==> src/hw/rtl/kwm_pkg.sv <==
package kwm_pkg;

   localparam int DEF_LANES      = 8;
   localparam int DEF_LANE_DEPTH = 16;

   localparam int VALUE_W      = 32;
   localparam int LANE_FIELD_W = 3;
   localparam int STATUS_W     = 2;

   // Lanes compared per scan cycle in the back end.
   localparam int SCAN_WIDTH  = 8;
   localparam int QUEUE_DEPTH = 2;

   localparam logic CMD_APPEND = 1'b0;
   localparam logic CMD_POP    = 1'b1;

   localparam logic [1:0] OP_APPEND = 2'd0;
   localparam logic [1:0] OP_DROP   = 2'd1;
   localparam logic [1:0] OP_POP    = 2'd2;

   localparam logic [STATUS_W-1:0] ST_OK    = 2'd0;
   localparam logic [STATUS_W-1:0] ST_EMPTY = 2'd1;
   localparam logic [STATUS_W-1:0] ST_DROP  = 2'd2;

   typedef struct packed {
      logic [1:0]              op;
      logic [LANE_FIELD_W-1:0] lane;
      logic signed [VALUE_W-1:0] value;
   } q_entry_type;

endpackage

==> src/hw/rtl/kwm_front.sv <==
module kwm_front #(
   parameter int LANES = kwm_pkg::DEF_LANES
) (
   input  logic                                   clock,
   input  logic                                   reset,
   input  logic                                   req_valid,
   output logic                                   req_ready,
   input  logic                                   req_cmd,
   input  logic [kwm_pkg::LANE_FIELD_W-1:0]       req_lane,
   input  logic signed [kwm_pkg::VALUE_W-1:0]     req_value,
   output logic                                   q_valid,
   output kwm_pkg::q_entry_type                   q_entry,
   input  logic                                   q_pop
);

   import kwm_pkg::*;

   localparam int QPTR_W = $clog2(QUEUE_DEPTH);
   localparam int QCNT_W = $clog2(QUEUE_DEPTH + 1);

   q_entry_type       q_mem_ff [QUEUE_DEPTH];
   logic [QPTR_W-1:0] wr_ptr_ff, wr_ptr_in;
   logic [QPTR_W-1:0] rd_ptr_ff, rd_ptr_in;
   logic [QCNT_W-1:0] q_count_ff, q_count_in;
   q_entry_type       entry;
   logic              push;

   // Lanes the block does not have are marked for a drop here, so the back
   // end only has to check for a full lane.
   always_comb begin
      entry.lane  = req_lane;
      entry.value = req_value;
      if (req_cmd == CMD_POP) begin
         entry.op = OP_POP;
      end else if (32'(req_lane) >= LANES) begin
         entry.op = OP_DROP;
      end else begin
         entry.op = OP_APPEND;
      end
   end

   assign req_ready = (q_count_ff != QCNT_W'(QUEUE_DEPTH));
   assign push      = req_valid && req_ready;
   assign q_valid   = (q_count_ff != '0);
   assign q_entry   = q_mem_ff[rd_ptr_ff];

   always_comb begin
      wr_ptr_in  = push ? wr_ptr_ff + 1'b1 : wr_ptr_ff;
      rd_ptr_in  = q_pop ? rd_ptr_ff + 1'b1 : rd_ptr_ff;
      q_count_in = q_count_ff;
      if (push && !q_pop) begin
         q_count_in = q_count_ff + 1'b1;
      end else if (!push && q_pop) begin
         q_count_in = q_count_ff - 1'b1;
      end
   end

   always_ff @(posedge clock) begin
      if (reset) begin
         wr_ptr_ff  <= '0;
         rd_ptr_ff  <= '0;
         q_count_ff <= '0;
      end else begin
         wr_ptr_ff  <= wr_ptr_in;
         rd_ptr_ff  <= rd_ptr_in;
         q_count_ff <= q_count_in;
      end
   end

   always_ff @(posedge clock) begin
      if (push) begin
         q_mem_ff[wr_ptr_ff] <= entry;
      end
   end

endmodule

==> config.mk <==
export PLATFORM = sky130hd
export DESIGN_NAME = kwm_front
export DESIGN_NICKNAME = d
export VERILOG_FILES = /design/src/hw/rtl/kwm_pkg.sv /design/src/hw/rtl/kwm_front.sv
export SDC_FILE = /design/constraint.sdc
export NUM_CORES = 1
export LEC_CHECK = 0
export ABC_AREA = 1
export BUFFER_PORTS_ARGS = -buffer_cell sky130_fd_sc_hd__clkbuf_2
export CAP_MARGIN = 40
export CORE_UTILIZATION = 50
export DETAILED_ROUTE_END_ITERATION = 16
export HOLD_SLACK_MARGIN = 0.06
export PLACE_DENSITY = 0.76
export SLEW_MARGIN = 20
export SYNTH_ARGS = -nofsm -noshare
export SYNTH_HDL_FRONTEND = slang
export SYNTH_SLANG_ARGS = --single-unit
==> constraint.sdc <==
create_clock -name clock -period 2.92 [get_ports clock]
set_input_delay 0.438 -clock clock [delete_from_list [all_inputs] [get_ports clock]]
set_output_delay 0.438 -clock clock [all_outputs]
set_load 0.01 [all_outputs]
After elaboration in Yosys (flattened, before gate mapping)
Memory sizes are Yosys's and may differ from the RTL's. A register that Yosys moved wholly into a read port is not among the register bits.
Index checks and enable logic that the tools add are counted.
- bits in registers: 4
- bits in writable memories: 74
- bits of input ports: 40
- memories: 1
- logic and storage cells: 23
- output and inout bits: 39
- muxes and demuxes: 7
- $add $sub $neg: 4
- reduce and logical (&&, ||, !) cells: 7
- eq/ne operators: 1
- memories (name ; depth ; width ; read ports ; clocked after memory_dff ; write ports ; RTL line ; source):
    q_mem_ff ; 2 ; 37 ; 1 ; 1 ; 1 ; kwm_front.sv:21 ; q_entry_type q_mem_ff [QUEUE_DEPTH];
- operator list (operator ; number):
    2-bit two-way mux ; 3
    1-bit two-way mux ; 4
    2-bit nonzero test ; 2
    1-bit logical AND ; 3
    1-bit adder, second input constant ; 2
    2-bit by 1-bit adder with 2-bit output, second input constant ; 1
    1-bit zero test ; 2
    2-bit inequality test, second input constant ; 1
    2-bit by 1-bit subtractor with 2-bit output, second input constant ; 1

Longest topological paths before layout
Gate-level depths: netlist (run 1).
- word-level depth: 6
- mapped depth: 11
- mapped depth without buffers: 11

Worst setup path before layout (run 1)
OpenSTA, ideal clock, no wires.
- kind: register to register
- from: register q_count_ff[0]
- to: memory q_mem_ff[0][0] (netlist name) (enable)
- setup slack: 360 ps
- buffers on the path: 0
- period minus slack after synthesis: 2560 ps
- cell stages (with the launch flop): 5
- library setup time: 429 ps
- data arrival time: 2131 ps
- data required time: 2491 ps
- cell sequence: dfxtp_1 > inv_1 > nand2_1 > nand2_1 > nor2_1
- longest elaborated chain between the ends: 4
- ends and longest elaborated chain (item ; RTL line ; source):
    from (decl) ; kwm_front.sv:24 ; logic [QCNT_W-1:0] q_count_ff, q_count_in;
    from (signal assigned) ; kwm_front.sv:66 ; q_count_ff <= q_count_in;
    2-bit inequality test ; kwm_front.sv:42 ; assign req_ready = (q_count_ff != QCNT_W'(QUEUE_DEPTH));
    net req_ready ; kwm_front.sv:7 ; output logic req_ready,
    1-bit logical AND ; kwm_front.sv:43 ; assign push = req_valid && req_ready;
    1-bit two-way mux ; kwm_front.sv:71 ; if (push) begin
    1-bit two-way mux (implied by the code) ; kwm_front.sv:72 ; q_mem_ff[wr_ptr_ff] <= entry;
    to (decl) ; kwm_front.sv:21 ;
The timed path passes the listed nets, and every way through them passes these cells.

==> results of run 1 <==
through the flow:
stage          instance area [µm²]  utilization, %  cells  setup slack (ps)
2_1_floorplan                 3000               -    149               360
3_3_place_gp                  3450            61.2    299              1040
3_5_place_dp                  3450            61.2    299              1010
4_1_cts                       3600            63.9    314               667
5_1_grt                       3600            63.9    314               605
6_report                      3600            63.9    314               708
flip-flops by register name (all words and copies together), names as in the netlist, named ones only:
register / cells
wr_ptr_ff: 1
q_count_ff: 2
rd_ptr_ff: 1
q_mem_ff: 72
power groups by stage:
stage / Sequential (mW) / Combinational [mW] / Clock, mW
after floorplan: 1.36 / 0.252 / 0
after global placement: 1.37 / 0.362 / 0
after detailed placement: 1.37 / 0.369 / 0
after CTS: 1.35 / 0.370 / 0.649
after global routing: 1.35 / 0.397 / 0.693
final: 1.35 / 0.363 / 0.628
per-layer routing:
| metal | global-route usage [%] | routed length [µm] |
|---|---|---|
| met5 | 0 | 0 |
| met3 | 6.63 | 336 |
| met4 | 5.45 | 43 |
| met1 | 19.0 | 1970 |
| met2 | 25.6 | 2100 |
area by class of cell:
type	instances	area share (%)
Clock buffer	12	3.75
Clock inverter	3	0.382
Inverter	9	0.937
Multi-Input combinational cell	58	17.7
Sequential cell	77	62.8
Tap cell	72	2.50
Timing Repair Buffer	83	11.9
critical path, stage by stage, from the launching register on:
cell and delay [ps]:
dfxtp_2 610, buf_4 370, mux2_4 330, clkbuf_2 130
cells in the final DEF (no fill, tap or decap), types with 2 or more instances in the layout:
master	count
mux2_4	30
nor2_1	5
nor2_4	2
o21ai_0	2
clkinv_2	2
nand2_1	7
clkbuf_2	77
dfxtp_1	4
inv_1	9
clkbuf_8	9
buf_4	6
edfxtp_1	72
clkbuf_1	3
mux2_2	6
cell families (layout without fill, tap and decap cells):
group	count (synthesis)	count (layout)	synth area share (%)
AOI/OAI and AO/OA	3	3	0.501
xor gates and xnor gates	1	1	0.292
adders and majority gates	1	1	0.417
buffers and inverters	14	107	3.76
DFF	77	77	75.5
muxes	36	36	17.3
other	1	1	0.125
and+or+nand+nor	16	16	2.13
path summary, 6_finish.rpt:
kind | depth (start not counted) | endpoint | slack [ps]
max reg2reg | 5 | q_mem_ff[0][25]$_DFFE_PP_ | 1050
min reg2reg | 2 | rd_ptr_ff$_SDFFE_PP0P_ | 540
max | 3 | q_entry[2] | 710
min | 1 | q_mem_ff[1][30]$_DFFE_PP_ | 290
==> summary.txt, run 1 <==
Global route
  • Gr usage total: 15.8%
  • Largest net degree at the start of global routing: 21
  • GRT overflow: 0
  • Initial antenna violation count: 0
  • Vias in the first global route: 1559
  • First-pass GRT wire length: 7.09 mm

Drt
  • Drt total wl: 4.45 mm
  • DRT Pass-1 Iters: 3
  • DR WL/cell: 14.2 µm
  • Initial DRC count: 88
  • Routed via count: 1486
  • Final ANT Viol Nets: 0
  • Vias/cell: 4.73
  • Detailed-route DRC error count: 0

Critical path
  • Arrival time worst endpoint: 1770 ps
  • RR Startpoint: q_count_ff[0]$_SDFFE_PP0P_
  • CP Max Fanout: 15
  • Crit start category: flop
  • Critical path type: reg -> out
  • Required @ worst endpoint: 2480 ps
  • Setup crit end kind: output port

Die
  • Rows: 27
  • Core Region: 0.00564 mm²
  • Die W: 79.4 µm
  • Io pins: 79
  • Die height: 79.4 µm
  • Die area: 0.00631 mm²
  • Initial Utilization: 53.1%

Timing
  • Fmax: 452 MHz
  • Max Slew Vio Count: 0
  • Max_slew headroom: 60.7%
  • Hold_ws: 288 ps
  • RSZ-0062 raised after global routing: no
  • Final Cycle Share: 75.7%
  • Worst Skew: 3.96 ps
  • Final critical-path required period: 2210 ps
  • Least-Margin Pin Slew: 588 ps
  • Final setup TNS: 0 ps
  • Setup Viol. Count Final: 0
  • Final hold vios: 0

Clock network
  • PostCTS Resize Cnt: 0
  • Worst-Skew Late Latency: 330 ps
  • Clk sinks: 77
  • Clock slew at reported path FFs: 70 ps
  • Clock buffer depth: 2
  • TritonCTS clock tree: built
  • Post-CTS setup buffers: 0
  • H-tree levels: 3
  • Hold_buf cts: 0
  • CTS Root Cell: clkbuf_8
  • CTS Buf Count: 9

Yosys
  • YS warnings: 0
  • EDFF count, synth: 72
  • Post-Syn Area: 0.00300 mm²
  • Most frequent cell after synthesis: edfxtp_1
  • #FFs+latches synth: 77
  • Fraction of registers with async set/reset: 0%
  • Area leader, netlist: edfxtp_1
  • Syn_nets: 190
  • Post-synthesis sequential area ratio: 75.5%
  • Netlist cell types: 17
  • Synth Flop Type: edfxtp_1
  • Area share of the largest cell type after synthesis: 72.2%
  • Syn Area/Cell: 20.1 µm²
  • Synth top area cells: edfxtp_1 72%, mux2_4 15%, dfxtp_1 3.3%
  • Mapped Cells: 149
  • Post-synth top cells: 72 x edfxtp_1, 30 x mux2_4, 9 x inv_1, 7 x nand2_1, 7 x nor2_1

Layout
  • Area growth from synthesis to layout: 20.3%
  • Storage cell area: 0.00226 mm²
  • ANT cells: 0
  • Share of cells above drive strength 1: 55.0%
  • Multi-input combinational cell area: 637 µm²
  • Nets: 279
  • Fill cells: 404

Place
  • I/O Buffers: 77
  • Dpl hpwl: 3.14 mm
  • RePlAce Congestion: 0.713

Power and ir drop
  • Switching Fraction: 23.2%
  • Sequential group share of total power: 57.6%
  • VDD IR-drop max: 0.390 mV
  • Clock network fraction of total power: 26.9%
  • Pwr/cell area: 648 mW/mm²
  • Comb pwr share: 15.5%
  • Psw: 0.543 mW
  • P_int: 1.79 mW
  • Pleak: 1.48 nW
  • Total power: 2.34 mW

Worst hold path
  • Worst hold-check path type: in -> reg
  • Hold_sp: req_value[30]

Run status
  • Status: finished clean

Flow run
  • Max cap viols: 0
Power figures use the tool's default switching activity.
==> run 2, diff against run 1 <==
Settings changed: ABC_AREA 1 to 0, PLACE_DENSITY 0.76 to 0.77.
Clock period 2.92 ns to 2.05 ns, I/O delays scaled along.
==> run 2 against run 1 <==
  * Cell count shrank 3.8%
  * Clock-buffer cell count shrank 2
  * Non-clock buffer count shrank 2
  * Highest routed layer unchanged
  * Final area shrank 2.5%
  * Largest power group unchanged
  * Setup slack lost 490 ps
  * Wire length shrank 0.20%
  * Register-to-register slack lost 530 ps
  * Via count shrank 1.1%
==> summary.txt, run 2 <==
Run status
  • Status: finished clean

Drt
  • Drt total wl: 4.44 mm (-0.20%)
  • DR WL/cell: 14.7 µm (+3.8%)
  • DRT Pass-1 Iters: 4 (+1)
  • Initial DRC count: 67 (-24%)
  • Routed met3 length: 264 µm (-21%)
  • Routed wl met2: 2.19 mm (+3.9%)
  • Routed via count: 1469 (-1.1%)
  • Vias/cell: 4.86 (+2.8%)
  • Detailed-route DRC error count: 0 (unchanged)
  • Final ANT Viol Nets: 0 (unchanged)
  • Post-route met1 wirelength: 1.89 mm (-4.3%)
  • Max Used Layer: met4

Yosys
  • Synth top area cells: edfxtp_1 76%, mux2_2 14%, dfxtp_1 3.5%
  • Fraction of registers with async set/reset: 0% (unchanged)
  • #FFs+latches synth: 77 (unchanged)
  • Post-synthesis sequential area ratio: 79.5% (+4.0 points)
  • EDFF count, synth: 72 (unchanged)
  • Area share of the largest cell type after synthesis: 76.0% (+3.8 points)
  • Synth Flop Type: edfxtp_1
  • Syn Area/Cell: 20.6 µm² (+2.6%)
  • Synth Area in Compound Gates: 0.879% (+0.38 points)
  • Synth Area in Adders: 0.440% (+0.022 points)
  • Largest family of logic cells by synthesized area: multiplexers
  • Post-synthesis mux area share: 14.2% (-3.0 points)
  • Most frequent cell after synthesis: edfxtp_1
  • Netlist cell types: 21 (+4)
  • Mapped Cells: 138 (-7.4%)
  • YS warnings: 0 (unchanged)
  • Post-synth top cells: 72 x edfxtp_1, 36 x mux2_2, 5 x dfxtp_1, 3 x buf_6, 3 x nor2_1
  • Synth Area in Simple Gates: 2.02% (-0.11 points)
  • Syn_nets: 179 (-5.8%)
  • Post-Syn Area: 0.00285 mm² (-5.0%)
  • Area leader, netlist: edfxtp_1
  • XOR/XNOR Fraction of Synth Area: 0.923% (+0.63 points)

Power and ir drop
  • Pwr/cell area: 1010 mW/mm² (+55%)
  • Pleak: 1.36 nW (-8.0%)
  • VDD IR-drop max: 0.621 mV (+59%)

Critical path
  • Setup crit end kind: output port
  • RR Startpoint: q_count_ff[0]$_SDFFE_PP0P_
  • Critical path type: reg -> out
  • Arrival time worst endpoint: 1530 ps (-240 ps)
  • CP Max Fanout: 28 (+13)
  • Crit start category: flop
  • Required @ worst endpoint: 1740 ps (-740 ps)

Global route
  • Vias in the first global route: 1459 (-6.4%)
  • GRT overflow: 0 (unchanged)
  • Largest net degree at the start of global routing: 29 (+38%)
  • Initial antenna violation count: 0 (unchanged)
  • Gr usage total: 16.4% (+0.62 points)
  • First-pass GRT wire length: 7.09 mm (about the same)

Flow run
  • Max cap viols: 0 (unchanged)

Worst hold path
  • Worst hold-check path type: in -> reg
  • Hold_sp: req_value[7]

Place
  • RePlAce Congestion: 0.726 (+1.9%)
  • I/O Buffers: 77 (unchanged)

Clock network
  • H-tree levels: 3 (unchanged)
  • CTS Buf Count: 9 (unchanged)
  • Worst-Skew Late Latency: 340 ps (about the same)
  • Hold_buf cts: 0 (unchanged)
  • Clock buffer depth: 2 (unchanged)
  • Clock slew at reported path FFs: 70 ps (about the same)
  • TritonCTS clock tree: built
  • PostCTS Resize Cnt: 0 (unchanged)
  • CTS Root Cell: clkbuf_8
  • Clk sinks: 77 (unchanged)
  • Post-CTS setup buffers: 0 (unchanged)

Timing
  • Final Cycle Share: 89.5%
  • RSZ-0062 raised after global routing: no
  • Setup Viol. Count Final: 0 (unchanged)
  • Max Slew Vio Count: 0 (unchanged)
  • Hold_ws: 158 ps (-130 ps)
  • Final setup TNS: 0 ps (unchanged)
  • Final critical-path required period: 1840 ps
  • Worst Skew: 5.49 ps (+1.53 ps)
  • Fmax: 545 MHz
  • Final hold vios: 0 (unchanged)

Die
  • Die area: 0.00600 mm² (-4.9%)
  • Core Region: 0.00551 mm² (-2.4%)
  • Die W: 77.5 µm (-2.5%)
  • Io pins: 79 (unchanged)
  • Initial Utilization: 51.7% (-1.4 points)
  • Die height: 77.5 µm (-2.5%)
  • Rows: 27 (unchanged)

Layout
  • Biggest regs: q_mem_ff: 72 flops, q_count_ff: 2 flops
  • Area growth from synthesis to layout: 23.5%
  • Most flops, register: q_mem_ff
  • Share of cells above drive strength 1: 59.1% (+4.2 points)
  • Commonest non-fill, non-tap cell in the layout: clkbuf_2
  • Max FFs per register: 72 (unchanged)
  • ANT cells: 0 (unchanged)
  • Commonest non-fill, non-tap cells in the layout: 77 x clkbuf_2, 72 x edfxtp_1, 36 x mux2_2
  • Nets: 266 (-4.7%)
-- run 2: final timing paths --
path	end	slack, ps	depth (start not counted)
setup / recovery	q_entry[1]	210	3
hold / removal	q_mem_ff[1][7]$_DFFE_PP_	160	1
setup reg to reg	q_count_ff[1]$_SDFFE_PP0P_	520	5
hold reg to reg	rd_ptr_ff$_SDFFE_PP0P_	520	2
-- run 2: logic make-up (layout without fill, tap and decap cells) --
family	after synthesis	after routing
DFF	77	77
adders and majority gates	1	1
AOI/OAI and AO/OA	4	4
other	1	1
muxes	36	36
buffers and inverters	7	99
and+or+nand+nor	9	9
xor gates and xnor gates	3	3
-- run 2: critical path: stages (launching register included) --
cell      delay, ps
dfxtp_2         460
buf_12          230
mux2_2          370
clkbuf_2        130
-- run 2: area by class of cell --
class	instances	area [µm²]
Multi-Input combinational cell	54	532
Clock buffer	10	128
Inverter	2	7.51
Tap cell	72	90.1
Fill cell	406	1990
Sequential cell	77	2260
Clock inverter	6	53.8
Timing Repair Buffer	81	440
-- run 2: metrics by stage --
step	utilization, %	std cells	area (µm²)	worst slack [ps]	power (mW)
floorplan	-	138	2850	181	2.30
global placement	60.5	286	3330	526	2.52
detailed placement	60.5	286	3330	519	2.53
CTS	63.8	302	3510	183	3.58
global route	63.8	302	3510	145	3.68
finish	63.8	302	3510	214	3.53
-- run 2: layer usage --
metal,vias to the layer above,global-route usage [%]
met5,-,0
met4,0,9.62
met3,10,4.24
met2,50,26.5
met1,701,19.9
li1,708,-
-- run 2: power breakdown --
part,total [mW],internal (mW),switching (mW)
clock network,1.05,0.550,0.497
logic,0.535,0.259,0.276
registers,1.95,1.90,0.0518
